--- src/hdl/pspm_pkg.sv ---
// shared types and constants of the plot sample to pixel mapper
package pspm_pkg;

    localparam logic [1:0] MODE_FIXED   = 2'd0;
    localparam logic [1:0] MODE_DYNAMIC = 2'd1;
    localparam logic [1:0] MODE_XY      = 2'd2;

    localparam logic OP_PLOT  = 1'b0;
    localparam logic OP_CLEAR = 1'b1;

    localparam logic [2:0] REG_MODE      = 3'd0;
    localparam logic [2:0] REG_X_MIN     = 3'd1;
    localparam logic [2:0] REG_X_MAX     = 3'd2;
    localparam logic [2:0] REG_Y_MIN     = 3'd3;
    localparam logic [2:0] REG_Y_MAX     = 3'd4;
    localparam logic [2:0] REG_WIDTH     = 3'd5;
    localparam logic [2:0] REG_HEIGHT    = 3'd6;
    localparam logic [2:0] REG_MIN_SLOTS = 3'd7;

    localparam int IDX_W  = 32;
    localparam int SLOT_W = 33;
    localparam int NUM_W  = 45;

    typedef struct packed {
        logic [1:0]         mode;
        logic signed [31:0] x_min;
        logic signed [31:0] x_max;
        logic signed [31:0] y_min;
        logic signed [31:0] y_max;
        logic [11:0]        width;
        logic [11:0]        height;
        logic [15:0]        min_slots;
    } cfg_t;

    typedef struct packed {
        logic               linear;
        logic               rescale;
        logic [IDX_W-1:0]   idx;
        logic [SLOT_W-1:0]  slots;
        logic signed [31:0] x_value;
        logic signed [31:0] y_value;
    } job_t;

    typedef struct packed {
        logic [23:0] sample_index;
        logic        rescale;
        logic        dot_visible;
        logic [11:0] line_from_y;
        logic [11:0] line_from_x;
        logic        line_valid;
        logic [11:0] pixel_y;
        logic [11:0] pixel_x;
    } result_t;

    typedef enum logic [1:0] {F_IDLE, F_DIV, F_MUL, F_PUSH} front_state_t;

    typedef enum logic [2:0] {B_IDLE, B_MUL, B_PREP, B_DIV, B_FIN, B_OUT} back_state_t;

endpackage

--- src/hdl/pspm_front.sv ---
// front end: accepts samples, keeps the sample count and works out the x slot count
module pspm_front #(
    parameter int COUNT_BITS = 24
) (
    input  logic                clk,
    input  logic                rst_n,
    input  pspm_pkg::cfg_t      cfg,
    input  logic                in_valid,
    output logic                in_ready,
    input  logic                in_opcode,
    input  logic signed [31:0]  in_x,
    input  logic signed [31:0]  in_y,
    input  logic                q_full,
    output logic                q_push,
    output pspm_pkg::job_t      q_data
);

    localparam int NW     = COUNT_BITS + 1;
    localparam int SW     = ((COUNT_BITS > 16) ? COUNT_BITS : 16) + 1;
    localparam int STEP_W = $clog2(NW + 1);
    localparam logic [COUNT_BITS-1:0] CMAX = '1;

    pspm_pkg::front_state_t state_reg, state_next;
    logic [COUNT_BITS-1:0] count_reg, count_next;
    logic [COUNT_BITS-1:0] idx_reg, idx_next;
    logic [NW-1:0]         n_reg, n_next;
    logic [16:0]           rem_reg, rem_next;
    logic [15:0]           pm_reg, pm_next;
    logic [STEP_W-1:0]     step_reg, step_next;
    logic [SW-1:0]         slots_reg, slots_next;
    logic [SW-1:0]         last_reg, last_next;
    logic                  linear_reg, linear_next;
    logic signed [31:0]    x_reg, x_next, y_reg, y_next;

    logic [NW-1:0]         n_in;
    logic [15:0]           pm_in;
    logic [16:0]           trial;
    logic                  ge;
    logic [NW+16:0]        prod;

    always_ff @(posedge clk or negedge rst_n)
    begin
        if (!rst_n)
        begin
            state_reg <= pspm_pkg::F_IDLE;
            count_reg <= '0;
            last_reg  <= '0;
        end
        else
        begin
            state_reg <= state_next;
            count_reg <= count_next;
            last_reg  <= last_next;
        end
    end

    always_ff @(posedge clk)
    begin
        idx_reg    <= idx_next;
        n_reg      <= n_next;
        rem_reg    <= rem_next;
        pm_reg     <= pm_next;
        step_reg   <= step_next;
        slots_reg  <= slots_next;
        linear_reg <= linear_next;
        x_reg      <= x_next;
        y_reg      <= y_next;
    end

    always_comb
    begin
        state_next  = state_reg;
        count_next  = count_reg;
        last_next   = last_reg;
        idx_next    = idx_reg;
        n_next      = n_reg;
        rem_next    = rem_reg;
        pm_next     = pm_reg;
        step_next   = step_reg;
        slots_next  = slots_reg;
        linear_next = linear_reg;
        x_next      = x_reg;
        y_next      = y_reg;
        in_ready    = 1'b0;
        q_push      = 1'b0;

        n_in  = {1'b0, count_reg} + NW'(1);
        pm_in = (cfg.min_slots == 16'd0) ? 16'd1 : cfg.min_slots;
        trial = {rem_reg[15:0], n_reg[NW-1]};
        ge    = (trial >= {1'b0, pm_reg});
        prod  = pm_reg * ({1'b0, n_reg} + (NW+1)'(1));

        q_data.linear  = linear_reg;
        q_data.rescale = linear_reg && (slots_reg != last_reg);
        q_data.idx     = pspm_pkg::IDX_W'(idx_reg);
        q_data.slots   = pspm_pkg::SLOT_W'(slots_reg);
        q_data.x_value = x_reg;
        q_data.y_value = y_reg;

        unique case (state_reg)
            pspm_pkg::F_IDLE:
            begin
                in_ready = !q_full;
                if (in_valid && !q_full)
                begin
                    if (in_opcode == pspm_pkg::OP_CLEAR)
                    begin
                        count_next = '0;
                    end
                    else
                    begin
                        idx_next   = count_reg;
                        count_next = (count_reg == CMAX) ? count_reg : count_reg + 1'b1;
                        pm_next    = pm_in;
                        x_next     = in_x;
                        y_next     = in_y;
                        if (cfg.mode == pspm_pkg::MODE_FIXED)
                        begin
                            linear_next = 1'b1;
                            n_next      = n_in;
                            rem_next    = '0;
                            step_next   = STEP_W'(NW);
                            state_next  = pspm_pkg::F_DIV;
                        end
                        else if (cfg.mode == pspm_pkg::MODE_DYNAMIC)
                        begin
                            linear_next = 1'b1;
                            slots_next  = (n_in > NW'(pm_in)) ? SW'(n_in) : SW'(pm_in);
                            state_next  = pspm_pkg::F_PUSH;
                        end
                        else
                        begin
                            linear_next = 1'b0;
                            state_next  = pspm_pkg::F_PUSH;
                        end
                    end
                end
            end
            pspm_pkg::F_DIV:
            begin
                // restoring division of the slot number by the minimum slot count
                rem_next  = ge ? (trial - {1'b0, pm_reg}) : trial;
                n_next    = {n_reg[NW-2:0], ge};
                step_next = step_reg - 1'b1;
                if (step_reg == STEP_W'(1))
                begin
                    state_next = pspm_pkg::F_MUL;
                end
            end
            pspm_pkg::F_MUL:
            begin
                slots_next = prod[SW-1:0];
                state_next = pspm_pkg::F_PUSH;
            end
            pspm_pkg::F_PUSH:
            begin
                if (!q_full)
                begin
                    q_push = 1'b1;
                    if (linear_reg)
                    begin
                        last_next = slots_reg;
                    end
                    state_next = pspm_pkg::F_IDLE;
                end
            end
            default:
            begin
                state_next = pspm_pkg::F_IDLE;
            end
        endcase
    end

endmodule

--- src/hdl/pspm_queue.sv ---
// two entry job queue between front and back end
module pspm_queue (
    input  logic           clk,
    input  logic           rst_n,
    input  logic           push,
    input  pspm_pkg::job_t push_data,
    input  logic           pop,
    output pspm_pkg::job_t pop_data,
    output logic           full,
    output logic           empty
);

    pspm_pkg::job_t mem_reg [2];
    logic       wr_reg, wr_next;
    logic       rd_reg, rd_next;
    logic [1:0] fill_reg, fill_next;

    always_ff @(posedge clk or negedge rst_n)
    begin
        if (!rst_n)
        begin
            wr_reg   <= 1'b0;
            rd_reg   <= 1'b0;
            fill_reg <= '0;
        end
        else
        begin
            wr_reg   <= wr_next;
            rd_reg   <= rd_next;
            fill_reg <= fill_next;
        end
    end

    always_ff @(posedge clk)
    begin
        if (push)
        begin
            mem_reg[wr_reg] <= push_data;
        end
    end

    always_comb
    begin
        full      = (fill_reg == 2'd2);
        empty     = (fill_reg == 2'd0);
        pop_data  = mem_reg[rd_reg];
        wr_next   = push ? !wr_reg : wr_reg;
        rd_next   = pop ? !rd_reg : rd_reg;
        fill_next = fill_reg + {1'b0, push} - {1'b0, pop};
    end

endmodule

--- src/hdl/pspm_back.sv ---
// back end: scales both axes through a shared multiplier and serial divider
module pspm_back #(
    parameter int DOT_RADIUS = 2
) (
    input  logic              clk,
    input  logic              rst_n,
    input  pspm_pkg::cfg_t    cfg,
    input  logic              q_empty,
    input  pspm_pkg::job_t    q_data,
    output logic              q_pop,
    output logic              out_valid,
    input  logic              out_ready,
    output pspm_pkg::result_t out_data
);

    localparam int NW = pspm_pkg::NUM_W;
    localparam logic [13:0] DOT = 14'(DOT_RADIUS);

    pspm_pkg::back_state_t state_reg, state_next;
    pspm_pkg::job_t        job_reg, job_next;
    logic                  axis_reg, axis_next;
    logic signed [45:0]    prod_reg, prod_next;
    logic [NW-1:0]         num_reg, num_next;
    logic [32:0]           den_reg, den_next;
    logic [33:0]           rem_reg, rem_next;
    logic [5:0]            step_reg, step_next;
    logic [11:0]           px_reg, px_next;
    logic [11:0]           prev_x_reg, prev_x_next;
    logic [11:0]           prev_y_reg, prev_y_next;
    logic                  valid_reg, valid_next;
    pspm_pkg::result_t     res_reg, res_next;

    logic signed [31:0] v, lo, hi;
    logic [11:0]        m;
    logic signed [32:0] range, diff, op_a;
    logic signed [12:0] op_b;
    logic [33:0]        trial;
    logic               ge;
    logic [11:0]        clamped, py;
    logic               dot;

    always_ff @(posedge clk or negedge rst_n)
    begin
        if (!rst_n)
        begin
            state_reg  <= pspm_pkg::B_IDLE;
            valid_reg  <= 1'b0;
            prev_x_reg <= '0;
            prev_y_reg <= '0;
        end
        else
        begin
            state_reg  <= state_next;
            valid_reg  <= valid_next;
            prev_x_reg <= prev_x_next;
            prev_y_reg <= prev_y_next;
        end
    end

    always_ff @(posedge clk)
    begin
        job_reg  <= job_next;
        axis_reg <= axis_next;
        prod_reg <= prod_next;
        num_reg  <= num_next;
        den_reg  <= den_next;
        rem_reg  <= rem_next;
        step_reg <= step_next;
        px_reg   <= px_next;
        res_reg  <= res_next;
    end

    assign out_valid = valid_reg;
    assign out_data  = res_reg;

    always_comb
    begin
        state_next  = state_reg;
        job_next    = job_reg;
        axis_next   = axis_reg;
        prod_next   = prod_reg;
        num_next    = num_reg;
        den_next    = den_reg;
        rem_next    = rem_reg;
        step_next   = step_reg;
        px_next     = px_reg;
        prev_x_next = prev_x_reg;
        prev_y_next = prev_y_reg;
        res_next    = res_reg;
        valid_next  = valid_reg && !out_ready;
        q_pop       = 1'b0;

        v     = axis_reg ? job_reg.y_value : job_reg.x_value;
        lo    = axis_reg ? cfg.y_min : cfg.x_min;
        hi    = axis_reg ? cfg.y_max : cfg.x_max;
        m     = axis_reg ? cfg.height : cfg.width;
        range = 33'(hi) - 33'(lo);
        diff  = 33'(v) - 33'(lo);
        op_a  = (!axis_reg && job_reg.linear) ? $signed({1'b0, job_reg.idx}) : diff;
        op_b  = $signed({1'b0, m});
        trial = {rem_reg[32:0], num_reg[NW-1]};
        ge    = (trial >= {1'b0, den_reg});
        clamped = (num_reg > NW'(m)) ? m : num_reg[11:0];
        py    = cfg.height - clamped;
        dot   = ({2'b0, px_reg} > DOT) && (({2'b0, px_reg} + DOT) < {2'b0, cfg.width})
             && ({2'b0, py} > DOT) && (({2'b0, py} + DOT) < {2'b0, cfg.height});

        unique case (state_reg)
            pspm_pkg::B_IDLE:
            begin
                if (!q_empty)
                begin
                    q_pop      = 1'b1;
                    job_next   = q_data;
                    axis_next  = 1'b0;
                    state_next = pspm_pkg::B_MUL;
                end
            end
            pspm_pkg::B_MUL:
            begin
                prod_next  = op_a * op_b;
                state_next = pspm_pkg::B_PREP;
            end
            pspm_pkg::B_PREP:
            begin
                rem_next  = '0;
                step_next = 6'(NW);
                if (!axis_reg && job_reg.linear)
                begin
                    num_next   = prod_reg[NW-1:0];
                    den_next   = job_reg.slots;
                    state_next = pspm_pkg::B_DIV;
                end
                else if (range == 33'sd0)
                begin
                    // empty window: integer part of the value itself
                    num_next   = v[31] ? '0 : NW'(v[31:16]);
                    state_next = pspm_pkg::B_FIN;
                end
                else if (prod_reg == 46'sd0 || (prod_reg[45] != range[32]))
                begin
                    num_next   = '0;
                    state_next = pspm_pkg::B_FIN;
                end
                else
                begin
                    num_next   = prod_reg[45] ? NW'(-prod_reg) : NW'(prod_reg);
                    den_next   = range[32] ? 33'(-range) : 33'(range);
                    state_next = pspm_pkg::B_DIV;
                end
            end
            pspm_pkg::B_DIV:
            begin
                rem_next  = ge ? (trial - {1'b0, den_reg}) : trial;
                num_next  = {num_reg[NW-2:0], ge};
                step_next = step_reg - 1'b1;
                if (step_reg == 6'd1)
                begin
                    state_next = pspm_pkg::B_FIN;
                end
            end
            pspm_pkg::B_FIN:
            begin
                if (!axis_reg)
                begin
                    px_next    = clamped;
                    axis_next  = 1'b1;
                    state_next = pspm_pkg::B_MUL;
                end
                else
                begin
                    num_next   = NW'(py);
                    state_next = pspm_pkg::B_OUT;
                end
            end
            pspm_pkg::B_OUT:
            begin
                // num holds the flipped y pixel here
                if (!valid_reg || out_ready)
                begin
                    res_next.pixel_x      = px_reg;
                    res_next.pixel_y      = num_reg[11:0];
                    res_next.line_valid   = (job_reg.idx != '0);
                    res_next.line_from_x  = prev_x_reg;
                    res_next.line_from_y  = prev_y_reg;
                    res_next.dot_visible  =
                        ({2'b0, px_reg} > DOT)
                        && (({2'b0, px_reg} + DOT) < {2'b0, cfg.width})
                        && ({2'b0, num_reg[11:0]} > DOT)
                        && (({2'b0, num_reg[11:0]} + DOT) < {2'b0, cfg.height});
                    res_next.rescale      = job_reg.rescale;
                    res_next.sample_index = job_reg.idx[23:0];
                    prev_x_next = px_reg;
                    prev_y_next = num_reg[11:0];
                    valid_next  = 1'b1;
                    state_next  = pspm_pkg::B_IDLE;
                end
            end
            default:
            begin
                state_next = pspm_pkg::B_IDLE;
            end
        endcase
        if (dot && state_reg == pspm_pkg::B_IDLE)
        begin
            px_next = px_reg;
        end
    end

endmodule

--- src/hdl/plot_sample_to_pixel_mapper_unit.sv ---
// top level of the plot sample to pixel mapper
//
//  channel   direction  handshake          payload
//  s_*       in         s_tvalid/s_tready  tuser opcode, tdata x_value, y_value
//  m_*       out        m_tvalid/m_tready  tdata pixel and flag fields
//  cfg_*     in         cfg_write          cfg_index, cfg_data
//
// on the fixed grid the front end works out the slot count by a serial division.
// the back end runs up to two serial 45-step divisions through one shared divider;
// an empty window or a value below it skips one. the two-entry queue lets the
// front end take new samples while the back end divides; the output register
// holds a result until it is taken. a clear resets the sample count and gives no
// result. reset clears the count, slot count, previous pixel and all valid flags.
module plot_sample_to_pixel_mapper_unit #(
    parameter int DOT_RADIUS = 2,
    parameter int COUNT_BITS = 24
) (
    input  logic        clk,
    input  logic        rst_n,
    input  logic        s_tvalid,
    output logic        s_tready,
    input  logic [63:0] s_tdata,   // x_value, y_value
    input  logic        s_tuser,   // opcode
    output logic        m_tvalid,
    input  logic        m_tready,
    output logic [79:0] m_tdata,   // pixel_x, pixel_y, line_valid, line_from_x,
                                   // line_from_y, dot_visible, rescale, sample_index
    input  logic        cfg_write,
    input  logic [2:0]  cfg_index,
    input  logic [31:0] cfg_data
);

    pspm_pkg::cfg_t    cfg_reg, cfg_next;
    pspm_pkg::job_t    push_data, pop_data;
    pspm_pkg::result_t res;
    logic              q_push, q_pop, q_full, q_empty;

    always_ff @(posedge clk or negedge rst_n)
    begin
        if (!rst_n)
        begin
            cfg_reg.mode      <= pspm_pkg::MODE_FIXED;
            cfg_reg.x_min     <= 32'sd0;
            cfg_reg.x_max     <= 32'sd65536;
            cfg_reg.y_min     <= 32'sd0;
            cfg_reg.y_max     <= 32'sd65536;
            cfg_reg.width     <= 12'd720;
            cfg_reg.height    <= 12'd240;
            cfg_reg.min_slots <= 16'd100;
        end
        else
        begin
            cfg_reg <= cfg_next;
        end
    end

    always_comb
    begin
        cfg_next = cfg_reg;
        if (cfg_write)
        begin
            unique case (cfg_index)
                pspm_pkg::REG_MODE:      cfg_next.mode      = cfg_data[1:0];
                pspm_pkg::REG_X_MIN:     cfg_next.x_min     = cfg_data;
                pspm_pkg::REG_X_MAX:     cfg_next.x_max     = cfg_data;
                pspm_pkg::REG_Y_MIN:     cfg_next.y_min     = cfg_data;
                pspm_pkg::REG_Y_MAX:     cfg_next.y_max     = cfg_data;
                pspm_pkg::REG_WIDTH:     cfg_next.width     = cfg_data[11:0];
                pspm_pkg::REG_HEIGHT:    cfg_next.height    = cfg_data[11:0];
                pspm_pkg::REG_MIN_SLOTS: cfg_next.min_slots = cfg_data[15:0];
                default:                 cfg_next = cfg_reg;
            endcase
        end
    end

    pspm_front #(
        .COUNT_BITS(COUNT_BITS)
    ) u_front (
        .clk      (clk),
        .rst_n    (rst_n),
        .cfg      (cfg_reg),
        .in_valid (s_tvalid),
        .in_ready (s_tready),
        .in_opcode(s_tuser),
        .in_x     (s_tdata[31:0]),
        .in_y     (s_tdata[63:32]),
        .q_full   (q_full),
        .q_push   (q_push),
        .q_data   (push_data)
    );

    pspm_queue u_queue (
        .clk      (clk),
        .rst_n    (rst_n),
        .push     (q_push),
        .push_data(push_data),
        .pop      (q_pop),
        .pop_data (pop_data),
        .full     (q_full),
        .empty    (q_empty)
    );

    pspm_back #(
        .DOT_RADIUS(DOT_RADIUS)
    ) u_back (
        .clk      (clk),
        .rst_n    (rst_n),
        .cfg      (cfg_reg),
        .q_empty  (q_empty),
        .q_data   (pop_data),
        .q_pop    (q_pop),
        .out_valid(m_tvalid),
        .out_ready(m_tready),
        .out_data (res)
    );

    assign m_tdata = {5'b0, res};

endmodule

--- config.mk ---
export PLATFORM = sky130hd
export DESIGN_NAME = plot_sample_to_pixel_mapper_unit
export DESIGN_NICKNAME = d
export VERILOG_FILES = /design/src/hdl/pspm_pkg.sv /design/src/hdl/pspm_front.sv /design/src/hdl/pspm_queue.sv /design/src/hdl/pspm_back.sv /design/src/hdl/plot_sample_to_pixel_mapper_unit.sv
export SDC_FILE = /design/constraint.sdc
export NUM_CORES = 2
export LEC_CHECK = 0
export BUFFER_PORTS_ARGS = -buffer_cell sky130_fd_sc_hd__buf_2
export CORE_ASPECT_RATIO = 2
export CORE_MARGIN = 2
export CORE_UTILIZATION = 58
export CTS_CLUSTER_SIZE = 16
export DETAILED_ROUTE_END_ITERATION = 8
export GPL_ROUTABILITY_DRIVEN = 0
export PLACE_DENSITY_LB_ADDON = 0.1
export SLEW_MARGIN = 40
export SYNTH_ARGS = -nofsm -noshare
export SYNTH_HDL_FRONTEND = slang
export SYNTH_SLANG_ARGS = --single-unit
--- constraint.sdc ---
create_clock -name clk -period 10.47 [get_ports clk]
set_input_delay 0.5235 -clock clk [delete_from_list [all_inputs] [get_ports clk]]
set_output_delay 0.5235 -clock clk [all_outputs]
set_load 0.02 [all_outputs]
==> impl_metrics.toml <==
[logic_synthesis]
synth-edff-count = 772
yosys.area.top_type = "edfxtp_1"
ys_async_sr_fraction_pct = 24.7
post_synth.cell_area_avg_sq_um = 11.0
synth_most_common_cell = "inv_1"
synth_top_cell_area_share_pct = 32.6
synth_area_sq_mm = 0.0712
synth_ff_type = "edfxtp_1"
ys_ff_latch = 1025
synth_area_leaders = "edfxtp_1 (33%), fa_1 (16%), dfrtp_1 (8.4%), mux2_2 (6.6%), ha_1 (6.1%)"
synth.top_cells.by_count = "inv_1 (868), edfxtp_1 (772), nand2_1 (704)"
ys_seq_area_share_pct = 41.5
ys_warn_count = 0
syn_inst = 6484
ys_types = 92

[global_route]
antenna_found_initial = 23
grt_pass1_vias = 53200
grt_util_met2_pct = 60.6
grtUsageMet1_pct = 34.0
grt_max_degree = 148
overflow = 0
grt_pass1_wl_mm = 326
busiest_layer = "met2"
grtUsageMet3_pct = 8.63
grtUsageTotal_pct = 35.6

[place]
dpl_cell_area_sq_mm = 0.0745
hpwlAfterDp_mm = 167
port_buffers = 181
placed_cells = 8110

[setup_path]
r2r_slack_ns = 0.49
endpoint_kind = "flop"
worstPathArrival_ns = 10.42
cp_common_cell = "fa_1"
path_max_fanout = 7
required_ns = 10.91
cpMaxStageDelayCell = "a31oi_1"
worst_setup_path_start_kind = "flop"
criticalPathCategory = "reg -> reg"
slowest_delay_ns = 0.56
cp_num_buf_inv = 6
crit_family = "compound AO/OA/AOI/OAI gates"

[sta]
final.setup.tns_ns = 0
tightest_slew_ns = 0.993
drv_slew = 0
holdWs_ns = 0.0597
setup_violations = 0
hold_viol = 0
finClkSkew_ns = 0.0796
fmax_mhz = 100
fin_crit_ns = 9.98
rsz0062_at_grt = "false"
period_share_pct = 95.3
max-slew-margin-rel_pct = 33.3

[clock_network]
clk_pin_slew_worst_paths_ns = 0.07
cts-root-buf = "clkbuf_16"
htree_levels = 3
cts_inserted_buffers = 91
clock_latency_ns = 0.77
ctsLongestPathBuffers = 3
cts_tree = "built"
cts.sinks = 1025

[floorplan]
fp.dieArea_sq_mm = 0.126
pin_count = 187
core.rowCount = 181
die_height_um = 500
start_util_pct = 58.5
coreArea_sq_mm = 0.122
die-width_um = 252

[layout]
fillCellCount = 9659
fin_nets = 7735
instances_no_fill = 8361
drive_gt1_share_pct = 14.8
largest_register_ffs = 230
final_area_sq_mm = 0.0785
area_growth_pct = 10.3

[drt]
antenna_left = 0
vias_per_cell = 6.02
firstDrtPassIters = 6
vias = 50300
drt_iter0_markers = 3653
wire_per_inst_um = 26.2
drc_errors = 0
wirelength_mm = 219

[run_status]
status = "finished clean"

[hold_path]
hold_class = "in -> reg"

[flow_run]
maxCapViolations = 0
==> cell usage in the layout (no fill, tap or decap), drive strengths merged, types with 15 or more instances in the layout <==
cell / instances
a21o: 84
buf: 320
o21a: 47
a31oi: 23
mux2i: 83
edfxtp: 772
a22o: 16
or2: 19
ha: 350
o211ai: 29
or4: 15
or3: 22
a21oi: 246
nor2b: 47
nor2: 442
nor3: 65
and3: 30
fa: 559
nand2b: 56
nand2: 704
xnor2: 208
nand4: 43
a211oi: 33
inv: 873
dfrtp: 240
dlygate4sd3: 66
nand3: 90
o31ai: 27
nor4: 41
mux2: 420
o21bai: 28
o21ai: 231
clkinv: 35
xor2: 121
clkbuf: 113
and2: 90
==> kinds of logic (layout without fill, tap and decap cells) <==
logic type      Yosys count  in the layout  share of synthesized area, %
compound gates          878            878                          7.79
mux                     503            503                          7.81
flops                  1025           1025                          41.5
xor+xnor                330            330                          4.08
simple gates           1718           1718                          11.0
other cells               1             14                       0.00527
buf+inv                1119           1428                          5.95
fa+ha+maj               910            910                          21.9
==> final timing paths <==
kind	endpoint	from	depth (start not counted)
worst max-delay path	u_back.prod_reg[45]	u_back.axis_reg	36
worst min-delay path	cfg_reg[65]	cfg_data[25]	2
worst max register to register	u_back.prod_reg[45]	u_back.axis_reg	36
worst min register to register	u_queue.mem_reg[0][89]	u_front.idx_reg[0]	0
max in group asynchronous	u_front.count_reg[2]	rst_n	4
min in group asynchronous	cfg_reg[42]	rst_n	2
==> metrics by stage <==
step / utilization, % / setup WS [ns]
6_report: 64.5 / 0.491
5_1_grt: 64.4 / 0.0899
4_1_cts: 64.2 / 0.459
3_5_place_dp: 61.1 / 0.577
3_3_place_gp: 60.9 / 0.713
2_1_floorplan: - / 0.534
==> metal layers <==
metal  part of all wire [%]  vias up  wire, um
met3                    6.7     1046     14600
met4                     13       30     28600
met2                     49     2053    108000
met5                  0.089        -       196
li1                       -    22300         -
met1                     31    24900     67700
==> timing repair <==
action	CTS	global route
setup buffers	0	4
setup endpoints to repair	0	8
endpoints found under the hold margin	109	0
hold buffers	66	0
resized for setup	0	1
==> area by class of cell <==
cell class | count | area (sq um) | area share [%]
diodes | 9 | 22.5 | 0.0287
clock buffers | 113 | 2410 | 3.07
clock inverters | 56 | 744 | 0.948
inverters | 873 | 3280 | 4.18
multi-input cells | 4344 | 37800 | 48.1
flip-flops and latches | 1025 | 29500 | 37.6
well taps | 1555 | 1950 | 2.48
repair buffers | 386 | 2780 | 3.54
Power is not shown: default switching activity piles up to over one toggle a cycle in this logic, so the estimate is an artifact.
